===== src/rtl/wcp_pkg.sv =====
// ----------------------------------------------------------------------------
// wcp_pkg
// shared types and constants of the wake-word confidence penalty block
// ----------------------------------------------------------------------------
package wcp_pkg;

    // default number of keyword stamp entries
    localparam int unsigned NUM_WORDS_DEF = 8;

    // field widths
    localparam int unsigned IDX_W   = 3;
    localparam int unsigned CONF_W  = 32;
    localparam int unsigned FRAME_W = 31;
    localparam int unsigned DUR_W   = 16;

    // stream payload widths
    localparam int unsigned S_TDATA_W = 160;
    localparam int unsigned M_TDATA_W = 32;
    localparam int unsigned M_TUSER_W = 2;

    // configuration port
    localparam int unsigned APB_AW = 5;
    localparam int unsigned APB_DW = 32;

    // register reset values
    localparam logic [DUR_W-1:0] QUIET_RST = 16'd100;

    // register indexes
    typedef enum logic [2:0] {
        REG_ALL_DUR    = 3'd0,
        REG_SPEECH_DUR = 3'd1,
        REG_REDUCE_OFF = 3'd2,
        REG_EASY_WIN   = 3'd3,
        REG_EASY_OFF   = 3'd4,
        REG_MARGIN     = 3'd5,
        REG_QUIET      = 3'd6,
        REG_RESTART_EN = 3'd7
    } t_reg_idx;

    typedef struct packed {
        logic [DUR_W-1:0]         all_dur;
        logic [DUR_W-1:0]         speech_dur;
        logic signed [CONF_W-1:0] reduce_off;
        logic [DUR_W-1:0]         easy_win;
        logic signed [CONF_W-1:0] easy_off;
        logic signed [CONF_W-1:0] margin;
        logic [DUR_W-1:0]         quiet;
        logic                     restart_en;
    } t_cfg;

    typedef struct packed {
        logic [IDX_W-1:0]         word_index;
        logic signed [CONF_W-1:0] confidence;
        logic signed [CONF_W-1:0] word_threshold;
        logic [FRAME_W-1:0]       frame_number;
        logic [FRAME_W-1:0]       all_frame_count;
        logic [FRAME_W-1:0]       speech_frame_count;
    } t_item;

    typedef struct packed {
        logic signed [CONF_W-1:0] adjusted_confidence;
        logic                     reduce_applied;
        logic                     easy_applied;
    } t_result;

    typedef struct packed {
        logic [FRAME_W-1:0] prev;
        logic [FRAME_W-1:0] cur;
    } t_stamps;

endpackage


===== src/rtl/wakeword_confidence_penalty_top.sv =====
// ----------------------------------------------------------------------------
// wakeword_confidence_penalty_top
// per-keyword confidence adjustment with false-reduce and easy-wakeup offsets
// ----------------------------------------------------------------------------
// The block takes one item per clock cycle while the result side is not stalled
// and returns one result per item, after the input register and the result
// register. The per-keyword stamp table is read and written back between those
// registers, so back-to-back items for the same keyword see each other's stamp
// updates without stalls. Stalls on the result side hold the input register;
// the input side keeps taking items while the result register is empty or
// being drained. Stamps clear at reset; all configuration registers are at
// byte address 4*index on the APB-style port and should be written only
// while no item is in flight.
// ----------------------------------------------------------------------------
module wakeword_confidence_penalty_top #(
    parameter int unsigned NUM_WORDS = wcp_pkg::NUM_WORDS_DEF
) (
    input  logic                           i_clk,
    input  logic                           i_rst_n,
    // input stream
    input  logic                           i_s_tvalid,
    output logic                           o_s_tready,
    // word_index[2:0], confidence[34:3], word_threshold[66:35],
    // frame_number[97:67], all_frame_count[128:98], speech_frame_count[159:129]
    input  logic [wcp_pkg::S_TDATA_W-1:0] i_s_tdata,
    // result stream
    output logic                           o_m_tvalid,
    input  logic                           i_m_tready,
    // adjusted_confidence[31:0]
    output logic [wcp_pkg::M_TDATA_W-1:0] o_m_tdata,
    // reduce_applied[0], easy_applied[1]
    output logic [wcp_pkg::M_TUSER_W-1:0] o_m_tuser,
    // configuration port
    input  logic                           psel,
    input  logic                           penable,
    input  logic                           pwrite,
    input  logic [wcp_pkg::APB_AW-1:0]    paddr,
    input  logic [wcp_pkg::APB_DW-1:0]    pwdata,
    output logic [wcp_pkg::APB_DW-1:0]    prdata,
    output logic                           pready
);

    // only eight keywords are reachable through the 3-bit index
    localparam int unsigned TBL_DEPTH = (NUM_WORDS < 8) ? NUM_WORDS : 8;
    localparam int unsigned TBL_AW    = (TBL_DEPTH > 1) ? $clog2(TBL_DEPTH) : 1;

    wcp_pkg::t_cfg     r_cfg;
    wcp_pkg::t_reg_idx w_reg_idx;
    logic              w_cfg_wr;

    wcp_pkg::t_item    r_item;
    logic              r_item_vld;
    wcp_pkg::t_result  r_res;
    logic              r_res_vld;

    logic [30:0]       r_prev_tbl [TBL_DEPTH];
    logic [30:0]       r_cur_tbl  [TBL_DEPTH];

    logic              w_advance;
    logic              w_idx_ok;
    logic [TBL_AW-1:0] w_tbl_addr;
    wcp_pkg::t_stamps  w_rd_stamps;
    wcp_pkg::t_stamps  w_wr_stamps;
    wcp_pkg::t_result  w_res;

    // ---------------- configuration ----------------
    assign pready    = 1'b1;
    assign w_reg_idx = wcp_pkg::t_reg_idx'(paddr[4:2]);
    assign w_cfg_wr  = psel && penable && pwrite && pready;

    always_ff @(posedge i_clk) begin
        if (!i_rst_n) begin
            r_cfg.all_dur    <= '0;
            r_cfg.speech_dur <= '0;
            r_cfg.reduce_off <= '0;
            r_cfg.easy_win   <= '0;
            r_cfg.easy_off   <= '0;
            r_cfg.margin     <= '0;
            r_cfg.quiet      <= wcp_pkg::QUIET_RST;
            r_cfg.restart_en <= 1'b0;
        end else if (w_cfg_wr) begin
            case (w_reg_idx)
                wcp_pkg::REG_ALL_DUR:    r_cfg.all_dur    <= pwdata[15:0];
                wcp_pkg::REG_SPEECH_DUR: r_cfg.speech_dur <= pwdata[15:0];
                wcp_pkg::REG_REDUCE_OFF: r_cfg.reduce_off <= pwdata;
                wcp_pkg::REG_EASY_WIN:   r_cfg.easy_win   <= pwdata[15:0];
                wcp_pkg::REG_EASY_OFF:   r_cfg.easy_off   <= pwdata;
                wcp_pkg::REG_MARGIN:     r_cfg.margin     <= pwdata;
                wcp_pkg::REG_QUIET:      r_cfg.quiet      <= pwdata[15:0];
                wcp_pkg::REG_RESTART_EN: r_cfg.restart_en <= pwdata[0];
                default: ;
            endcase
        end
    end

    // register readback
    always_comb begin
        case (w_reg_idx)
            wcp_pkg::REG_ALL_DUR:    prdata = {16'd0, r_cfg.all_dur};
            wcp_pkg::REG_SPEECH_DUR: prdata = {16'd0, r_cfg.speech_dur};
            wcp_pkg::REG_REDUCE_OFF: prdata = r_cfg.reduce_off;
            wcp_pkg::REG_EASY_WIN:   prdata = {16'd0, r_cfg.easy_win};
            wcp_pkg::REG_EASY_OFF:   prdata = r_cfg.easy_off;
            wcp_pkg::REG_MARGIN:     prdata = r_cfg.margin;
            wcp_pkg::REG_QUIET:      prdata = {16'd0, r_cfg.quiet};
            wcp_pkg::REG_RESTART_EN: prdata = {31'd0, r_cfg.restart_en};
            default:                 prdata = '0;
        endcase
    end

    // ---------------- item flow ----------------
    // the input register moves on when the result register is free or drains
    assign w_advance  = !r_res_vld || i_m_tready;
    assign o_s_tready = !r_item_vld || w_advance;

    always_ff @(posedge i_clk) begin
        if (!i_rst_n) begin
            r_item_vld <= 1'b0;
        end else if (o_s_tready) begin
            r_item_vld <= i_s_tvalid;
        end
    end

    // payload register, no reset needed
    always_ff @(posedge i_clk) begin
        if (o_s_tready && i_s_tvalid) begin
            r_item.word_index         <= i_s_tdata[2:0];
            r_item.confidence         <= i_s_tdata[34:3];
            r_item.word_threshold     <= i_s_tdata[66:35];
            r_item.frame_number       <= i_s_tdata[97:67];
            r_item.all_frame_count    <= i_s_tdata[128:98];
            r_item.speech_frame_count <= i_s_tdata[159:129];
        end
    end

    // ---------------- stamp table ----------------
    // index past the configured word count reads zero and is never written
    assign w_idx_ok   = 32'(r_item.word_index) < NUM_WORDS;
    assign w_tbl_addr = TBL_AW'(r_item.word_index);

    always_comb begin
        if (w_idx_ok) begin
            w_rd_stamps.prev = r_prev_tbl[w_tbl_addr];
            w_rd_stamps.cur  = r_cur_tbl[w_tbl_addr];
        end else begin
            w_rd_stamps.prev = '0;
            w_rd_stamps.cur  = '0;
        end
    end

    wcp_calc u_calc (
        .i_cfg    (r_cfg),
        .i_item   (r_item),
        .i_stamps (w_rd_stamps),
        .o_stamps (w_wr_stamps),
        .o_result (w_res)
    );

    // stamps are written back as the item leaves the input register
    always_ff @(posedge i_clk) begin
        if (!i_rst_n) begin
            for (int i = 0; i < TBL_DEPTH; i++) begin
                r_prev_tbl[i] <= '0;
                r_cur_tbl[i]  <= '0;
            end
        end else if (r_item_vld && w_advance && w_idx_ok) begin
            r_prev_tbl[w_tbl_addr] <= w_wr_stamps.prev;
            r_cur_tbl[w_tbl_addr]  <= w_wr_stamps.cur;
        end
    end

    // ---------------- result register ----------------
    always_ff @(posedge i_clk) begin
        if (!i_rst_n) begin
            r_res_vld <= 1'b0;
        end else if (w_advance) begin
            r_res_vld <= r_item_vld;
        end
    end

    always_ff @(posedge i_clk) begin
        if (w_advance && r_item_vld) begin
            r_res <= w_res;
        end
    end

    assign o_m_tvalid = r_res_vld;
    assign o_m_tdata  = r_res.adjusted_confidence;
    assign o_m_tuser  = {r_res.easy_applied, r_res.reduce_applied};

endmodule


===== src/rtl/wcp_calc.sv =====
// ----------------------------------------------------------------------------
// wcp_calc
// offset decision, stamp update and saturation for one item
// ----------------------------------------------------------------------------
module wcp_calc (
    input  wcp_pkg::t_cfg    i_cfg,
    input  wcp_pkg::t_item   i_item,
    input  wcp_pkg::t_stamps i_stamps,
    output wcp_pkg::t_stamps o_stamps,
    output wcp_pkg::t_result o_result
);

    logic signed [31:0] win_s;
    logic signed [31:0] quiet_s;
    logic signed [31:0] diff_prev;
    logic signed [31:0] diff_new;
    logic signed [31:0] diff_cur;
    logic               age_out;
    logic [30:0]        prev_n;
    logic [30:0]        cur_mid;
    logic               easy_gap;
    logic               restart;
    logic               red;
    logic               easy;
    logic signed [33:0] sum;
    logic signed [34:0] near_sum;
    logic               near;

    always_comb begin
        win_s   = $signed({16'd0, i_cfg.easy_win});
        quiet_s = $signed({16'd0, i_cfg.quiet});

        red = (i_item.all_frame_count > {15'd0, i_cfg.all_dur})
            && (i_item.speech_frame_count > {15'd0, i_cfg.speech_dur});

        // drop a stale previous stamp, shift the current one down
        diff_prev = $signed({1'b0, i_item.frame_number}) - $signed({1'b0, i_stamps.prev});
        age_out   = (i_stamps.prev == '0) || (diff_prev > win_s);
        prev_n    = age_out ? i_stamps.cur : i_stamps.prev;
        cur_mid   = age_out ? '0 : i_stamps.cur;

        diff_new = $signed({1'b0, i_item.frame_number}) - $signed({1'b0, prev_n});
        easy_gap = diff_new > quiet_s;
        easy     = age_out ? ((prev_n != '0) && easy_gap) : easy_gap;

        restart = i_cfg.restart_en && (i_item.frame_number <= {15'd0, i_cfg.easy_win});
        if (restart) begin
            easy = 1'b1;
        end

        sum = 34'(i_item.confidence)
            + (red  ? 34'(i_cfg.reduce_off) : 34'sd0)
            + (easy ? 34'(i_cfg.easy_off)   : 34'sd0);

        near_sum = 35'(sum) + 35'(i_cfg.margin);
        near     = near_sum > 35'(i_item.word_threshold);

        diff_cur = $signed({1'b0, i_item.frame_number}) - $signed({1'b0, cur_mid});

        o_stamps.prev = prev_n;
        if (near) begin
            o_stamps.cur = i_item.frame_number;
        end else if (diff_cur > win_s) begin
            o_stamps.cur = '0;
        end else begin
            o_stamps.cur = cur_mid;
        end

        // saturate to 32 bits signed
        if (sum > 34'sh0_7FFF_FFFF) begin
            o_result.adjusted_confidence = 32'sh7FFF_FFFF;
        end else if (sum < -34'sh0_8000_0000) begin
            o_result.adjusted_confidence = 32'sh8000_0000;
        end else begin
            o_result.adjusted_confidence = sum[31:0];
        end
        o_result.reduce_applied = red;
        o_result.easy_applied   = easy;
    end

endmodule

===== config.mk =====
export PLATFORM = sky130hd
export DESIGN_NAME = wakeword_confidence_penalty_top
export DESIGN_NICKNAME = d
export VERILOG_FILES = /design/src/rtl/wcp_pkg.sv /design/src/rtl/wakeword_confidence_penalty_top.sv /design/src/rtl/wcp_calc.sv
export SDC_FILE = /design/constraint.sdc
export NUM_CORES = 2
export LEC_CHECK = 0
export ABC_AREA = 1
export BUFFER_PORTS_ARGS = -buffer_cell sky130_fd_sc_hd__buf_2
export CORE_MARGIN = 10
export CORE_UTILIZATION = 40
export CTS_BUF_LIST = sky130_fd_sc_hd__clkbuf_4 sky130_fd_sc_hd__clkbuf_8
export DETAILED_ROUTE_END_ITERATION = 16
export SLEW_MARGIN = 20
export SYNTH_ARGS = -nofsm -noshare
export SYNTH_HDL_FRONTEND = slang
export SYNTH_HIERARCHICAL = 1
export SYNTH_SLANG_ARGS = --single-unit

===== constraint.sdc =====
create_clock -name i_clk -period 34.7 [get_ports i_clk]
set_input_delay 3.47 -clock i_clk [delete_from_list [all_inputs] [get_ports i_clk]]
set_output_delay 3.47 -clock i_clk [all_outputs]
set_load 0.01 [all_outputs]

# [Word level (Yosys, flattened, before mapping)]
# Memories as Yosys holds them, arrays and structs flattened. A register that Yosys moved wholly into a read port is not among the register bits.
# Index checks and enable logic that the tools add are counted.
[totals] reg_bits=357 ramBits=496 inputBits=204 output_inout_bits=69 memories=2
[memory_table] name="r_cur_tbl" depth=8 word_bits=31 read_ports=1 rd_clocked_by_memory_dff=1 write_ports=8 line="wakeword_confidence_penalty_top.sv:57" rtl="logic [30:0] r_cur_tbl [TBL_DEPTH];"
[memory_table] name="r_prev_tbl" depth=8 word_bits=31 read_ports=1 rd_clocked_by_memory_dff=1 write_ports=8 line="wakeword_confidence_penalty_top.sv:56" rtl="logic [30:0] r_prev_tbl [TBL_DEPTH];"
[classes] add_sub_neg=6 order_cmp=9 eq_ne=7 muxes=22 reduce_logical=25
[op_table] cell="$pmux 32 s8" n=1
[op_table] cell="$mux 31" n=6
[op_table] cell="$gt 32x17->1" n=3
[op_table] cell="$sub 31x31->32" n=3
[op_table] cell="$mux 34" n=2
[op_table] cell="$gt 31x16->1" n=2
[op_table] cell="$reduce_or 31->1" n=2
[op_table] cell="$add 34x32->35" n=1
[op_table] cell="$gt 35x32->1" n=1
[op_table] cell="$add 32x34->34" n=1
[op_table] cell="$add 34x34->34" n=1
[op_table] cell="$gt 34x32->1 const B" n=1
[op_table] cell="$lt 34x32->1 const B" n=1
[op_table] cell="$mux 32" n=1
[op_table] cell="$le 31x16->1" n=1
[op_table] cell="$logic_not 31->1" n=1
[op_table] cell="$reduce_bool 31->1" n=1
[op_table] cell="$reduce_and 2->1" n=8
[op_table] cell="$eq 3x3->1 const B" n=4
[op_table] cell="$mux 3" n=4
[op_table] cell="$mux 1" n=8
[op_table] cell="$logic_and 1x1->1" n=7
[op_table] cell="$eq 3x2->1 const B" n=2
[op_table] cell="$eq 3x1->1 const B" n=1
[op_table] cell="3 further kinds" n=6

# [Depth between registers and ports, before layout]
[depth] depth_word=15 depth_mapped=119 depth_no_buf=114

# [By module]
# Netlist, hierarchy kept.
[by_module_without_submodules] module="wakeword_confidence_penalty_top" instances=1 cells_each=3542 area_per_inst_um2=35295.1 seq_area_each_um2=24043.1
[by_module_without_submodules] module="wcp_calc" instances=1 cells_each=2594 area_per_inst_um2=15129.5 seq_area_each_um2=0.0

# [Worst setup path before layout]
# OpenSTA, ideal clock, no wires.
[synth_path] path_kind="register to register" start="register with a tool-made name" end="memory r_cur_tbl[1][0], data pin" setup_time_ps=141 arrival_ps=12640 required_time_ps=34559 setup_slack_ps=21919 path_stages_with_launch=116 n_path_buf=5 synth_period_minus_slack_ps=12781 cell_sequence="dfxtp_1 > buf_2 > inv_2 > buf_2 > buf_2 > nor2_1 > o21ai_0 > nand2_1 > nand2_1 > nand2_1 > inv_1 > ha_1 > nand2_1 > inv_2 > nand2_1 > inv_1 > nand2_1 > nand3_1 > (+80 left out) > nand2_1 > nand2_1 > xor2_1 > ha_1 > nand2_1 > nor2_1 > inv_1 > nor4_1 > o21ai_0 > o2111ai_1 > xnor2_1 > nand2_1 > inv_1 > clkbuf_1 > nand2_1 > o21ai_0 > inv_1 > nor2_1"
[synth_lines] element="to (decl)" line="wakeword_confidence_penalty_top.sv:57"

==> impl_metrics.yaml <==
setup_path:
  cp_data_arrival_time_ps: 22100
  crit_top_cell: "nand2_1"
  cp-start-kind: "flip-flop"
  worstPathMaxFanout: 67
  reg2reg_depth: 106
  crit_path_end_kind: "flip-flop"
  critPathBufInv: 18
  slowest_stage: "buf_4"
  crit_type: "flip-flop to flip-flop"
  required_ps: 35260
  critPathMaxStageDelay_ps: 750
  crit_family: "simple AND/OR/NAND/NOR gates"
  cp.depth: 106
placement:
  gp_congestion: 0.949
  dpl_cell_area_sq_mm: 0.0531
  hpwl_um: 118000
  portBuffers: 269
  dp_slack_ps: 13670
clocking:
  postCtsHoldBufs: 0
  post_cts_resized: 0
  clockBufferDepth: 3
  cts_setup_buffers: 0
  h-tree-depth: 4
  cts.clk_slew.worst_paths_ps: 60
  numCtsBuffers: 151
  tritoncts: "done"
  clock_sinks: 856
  clockRootBuffer: "clkbuf_8"
  clock_latency_ps: 850
detailed_routing:
  drt-initial-drc-count: 4111
  drt-pass1-iter-count: 5
  ant_nets: 0
  wire_per_inst_um: 21.5
  drc: 0
  num_vias: 43342
  via_per_inst: 5.34
  postRouteWirelength_um: 174000
timing:
  timing.slew.headroom: 0.235
  worst_pin_slew_ps: 1150
  hold_violations: 0
  clock.fmax_ghz: 0.0464
  whs_ps: 518
  finalSetupViolations: 0
  timing.final.crit_share: 0.621
  finalClockSkew_ps: 52.1
  setup_ws_ps: 13150
  setup_tns_ps: 0
  rsz0062_at_grt: "false"
  finalCriticalPeriod_ps: 21550
  drv_slew: 0
synthesis:
  synth_area_sq_mm: 0.0504
  synthDistinctLibCells: 66
  yosysSeqAreaShare: 0.477
  syn_area_per_cell_sq_um: 8.22
  synth_cells: 6136
  synth_seq_cells: 856
  syn-num-nets: 6671
  synth_ff_type: "edfxtp_1"
  synth_edf_count: 690
  synthArstFlopShare: 0
  yosys_warnings: 6
cells_and_area:
  final_nets: 6875
  final_util: 0.447
  multi_input_area_sq_mm: 0.0229
  syn2layout_area_growth_pct: 11.3
  drive_gt1_frac: 0.108
  seq_area_sq_mm: 0.0241
  design_area_sq_mm: 0.0561
  nFillCells: 12379
  final_cell_mix: "nor2_1, nand2_1, edfxtp_1"
  final_common_cell: "nor2_1"
min_path:
  worst_hold_path.num_cells: 2
  hp-class: "flip-flop to flip-flop"
outcome:
  status: "finished clean"
die:
  fp.dieArea_sq_mm: 0.141
  rows: 130
  die_x_um: 375
  core_area_sq_mm: 0.125
  io_pins: 273
  start_util: 0.402
  die_h_um: 375
pwr:
  peakVddDrop_v: 0.0000445
  p_leak_nw: 24.3
  power_density_mw_per_mm2: 52.9
global_routing:
  grt-ovfl-total: 0
  grt_max_degree: 121
  antenna_found_initial: 17
  grt_pass1_wl_um: 257000
  grt_pass1_vias: 41224
  grt_usage: 0.239
flow_run:
  drv_cap: 0
==> per-layer routing <==
metal	up-vias	routed length, um	track usage
li1	20730	-	-
met1	20423	72300	0.306
met2	1788	80400	0.386
met3	385	12300	0.0403
met4	16	9200	0.123
met5	-	69	0
==> synth_stat cells (6+ instances only) <==
cell | instances | area share
nor2_1 | 1417 | 0.11
nand2_1 | 1102 | 0.082
edfxtp_1 | 690 | 0.41
inv_1 | 577 | 0.043
o21ai_0 | 447 | 0.044
ha_1 | 295 | 0.073
a21oi_1 | 226 | 0.022
nor3_1 | 177 | 0.018
nand3_1 | 169 | 0.017
dfxtp_1 | 166 | 0.066
clkbuf_1 | 133 | 0.0099
buf_2 | 101 | 0.010
o21ai_1 | 88 | 0.0087
nand4_1 | 87 | 0.011
xor2_1 | 87 | 0.015
fa_1 | 36 | 0.014
inv_2 | 34 | 0.0025
xnor2_1 | 33 | 0.0057
a21oi_2 | 21 | 0.0036
nor4_1 | 21 | 0.0026
or2_1 | 19 | 0.0024
buf_1 | 16 | 0.0012
nand2_2 | 15 | 0.0019
o21a_1 | 15 | 0.0022
o21ai_2 | 14 | 0.0024
a31oi_1 | 13 | 0.0016
a21boi_1 | 12 | 0.0018
buf_6 | 12 | 0.0027
a211oi_1 | 10 | 0.0015
o211ai_1 | 9 | 0.0013
o21bai_1 | 9 | 0.0013
nor2_2 | 6 | 0.00074
or2_2 | 6 | 0.00074
==> through the flow <==
step	cells	total power, mW
5_1_grt	8112	3.12
6_report	8113	2.97
3_5_place_dp	7837	2.03
3_3_place_gp	7837	2.02
4_1_cts	8107	2.97
2_1_floorplan	6136	1.76
==> flip-flops by register name, indices dropped and copies added (netlist names), named ones only <==
signal      cells
o_m_tdata      32
o_m_tuser       2
o_m_tvalid      1
r_cfg         161
r_cur_tbl     248
r_item        157
r_item_vld      1
r_prev_tbl    248
w_tbl_addr      3
==> cells by family after synthesis <==
group                    share of synthesized area
other                                    0.0000744
flip-flops                                   0.477
buffers and inverters                       0.0704
XOR/XNOR                                    0.0212
AO/OA/AOI/OAI                               0.0967
AND/OR/NAND/NOR                              0.247
adder cells (fa/ha/maj)                     0.0875
==> path summary, 6_finish.rpt <==
check,start,to,slack (ps)
worst max-delay path,flip-flop,r_cur_tbl[3][4]$_SDFFCE_PN0P_,13150
worst min-delay path,r_cfg[3]$_SDFFE_PN1P_,r_cfg[3]$_SDFFE_PN1P_,520
worst max register to register,flip-flop,r_cur_tbl[3][4]$_SDFFCE_PN0P_,13150
worst min register to register,r_cfg[3]$_SDFFE_PN1P_,r_cfg[3]$_SDFFE_PN1P_,520
==> report_power, final <==
| group | internal [mW] | leakage [nW] | total, mW | switching [mW] |
|---|---|---|---|---|
| Combinational | 0.242 | 14.4 | 0.854 | 0.612 |
| Clock | 0.501 | 1.56 | 0.934 | 0.433 |
| Sequential | 1.15 | 8.33 | 1.18 | 0.0227 |
| Total | 1.90 | 24.3 | 2.97 | 1.07 |
==> worst min-delay path, delay by kind of cell (launching register included) <==
kind | cells | cell delay, ps
buffers and inverters | 1 | 60
DFF | 1 | 310
AOI/OAI and AO/OA | 1 | 90
==> cell type report <==
type / instances / area share
antenna: 6 / 0.000268
clock buffer: 214 / 0.0465
clock inverter: 56 / 0.00654
inverter: 615 / 0.0414
multi-input combinational: 4397 / 0.409
sequential: 856 / 0.429
tap: 1650 / 0.0368
timing repair buffer: 319 / 0.0307
Power figures use the tool's default switching activity.
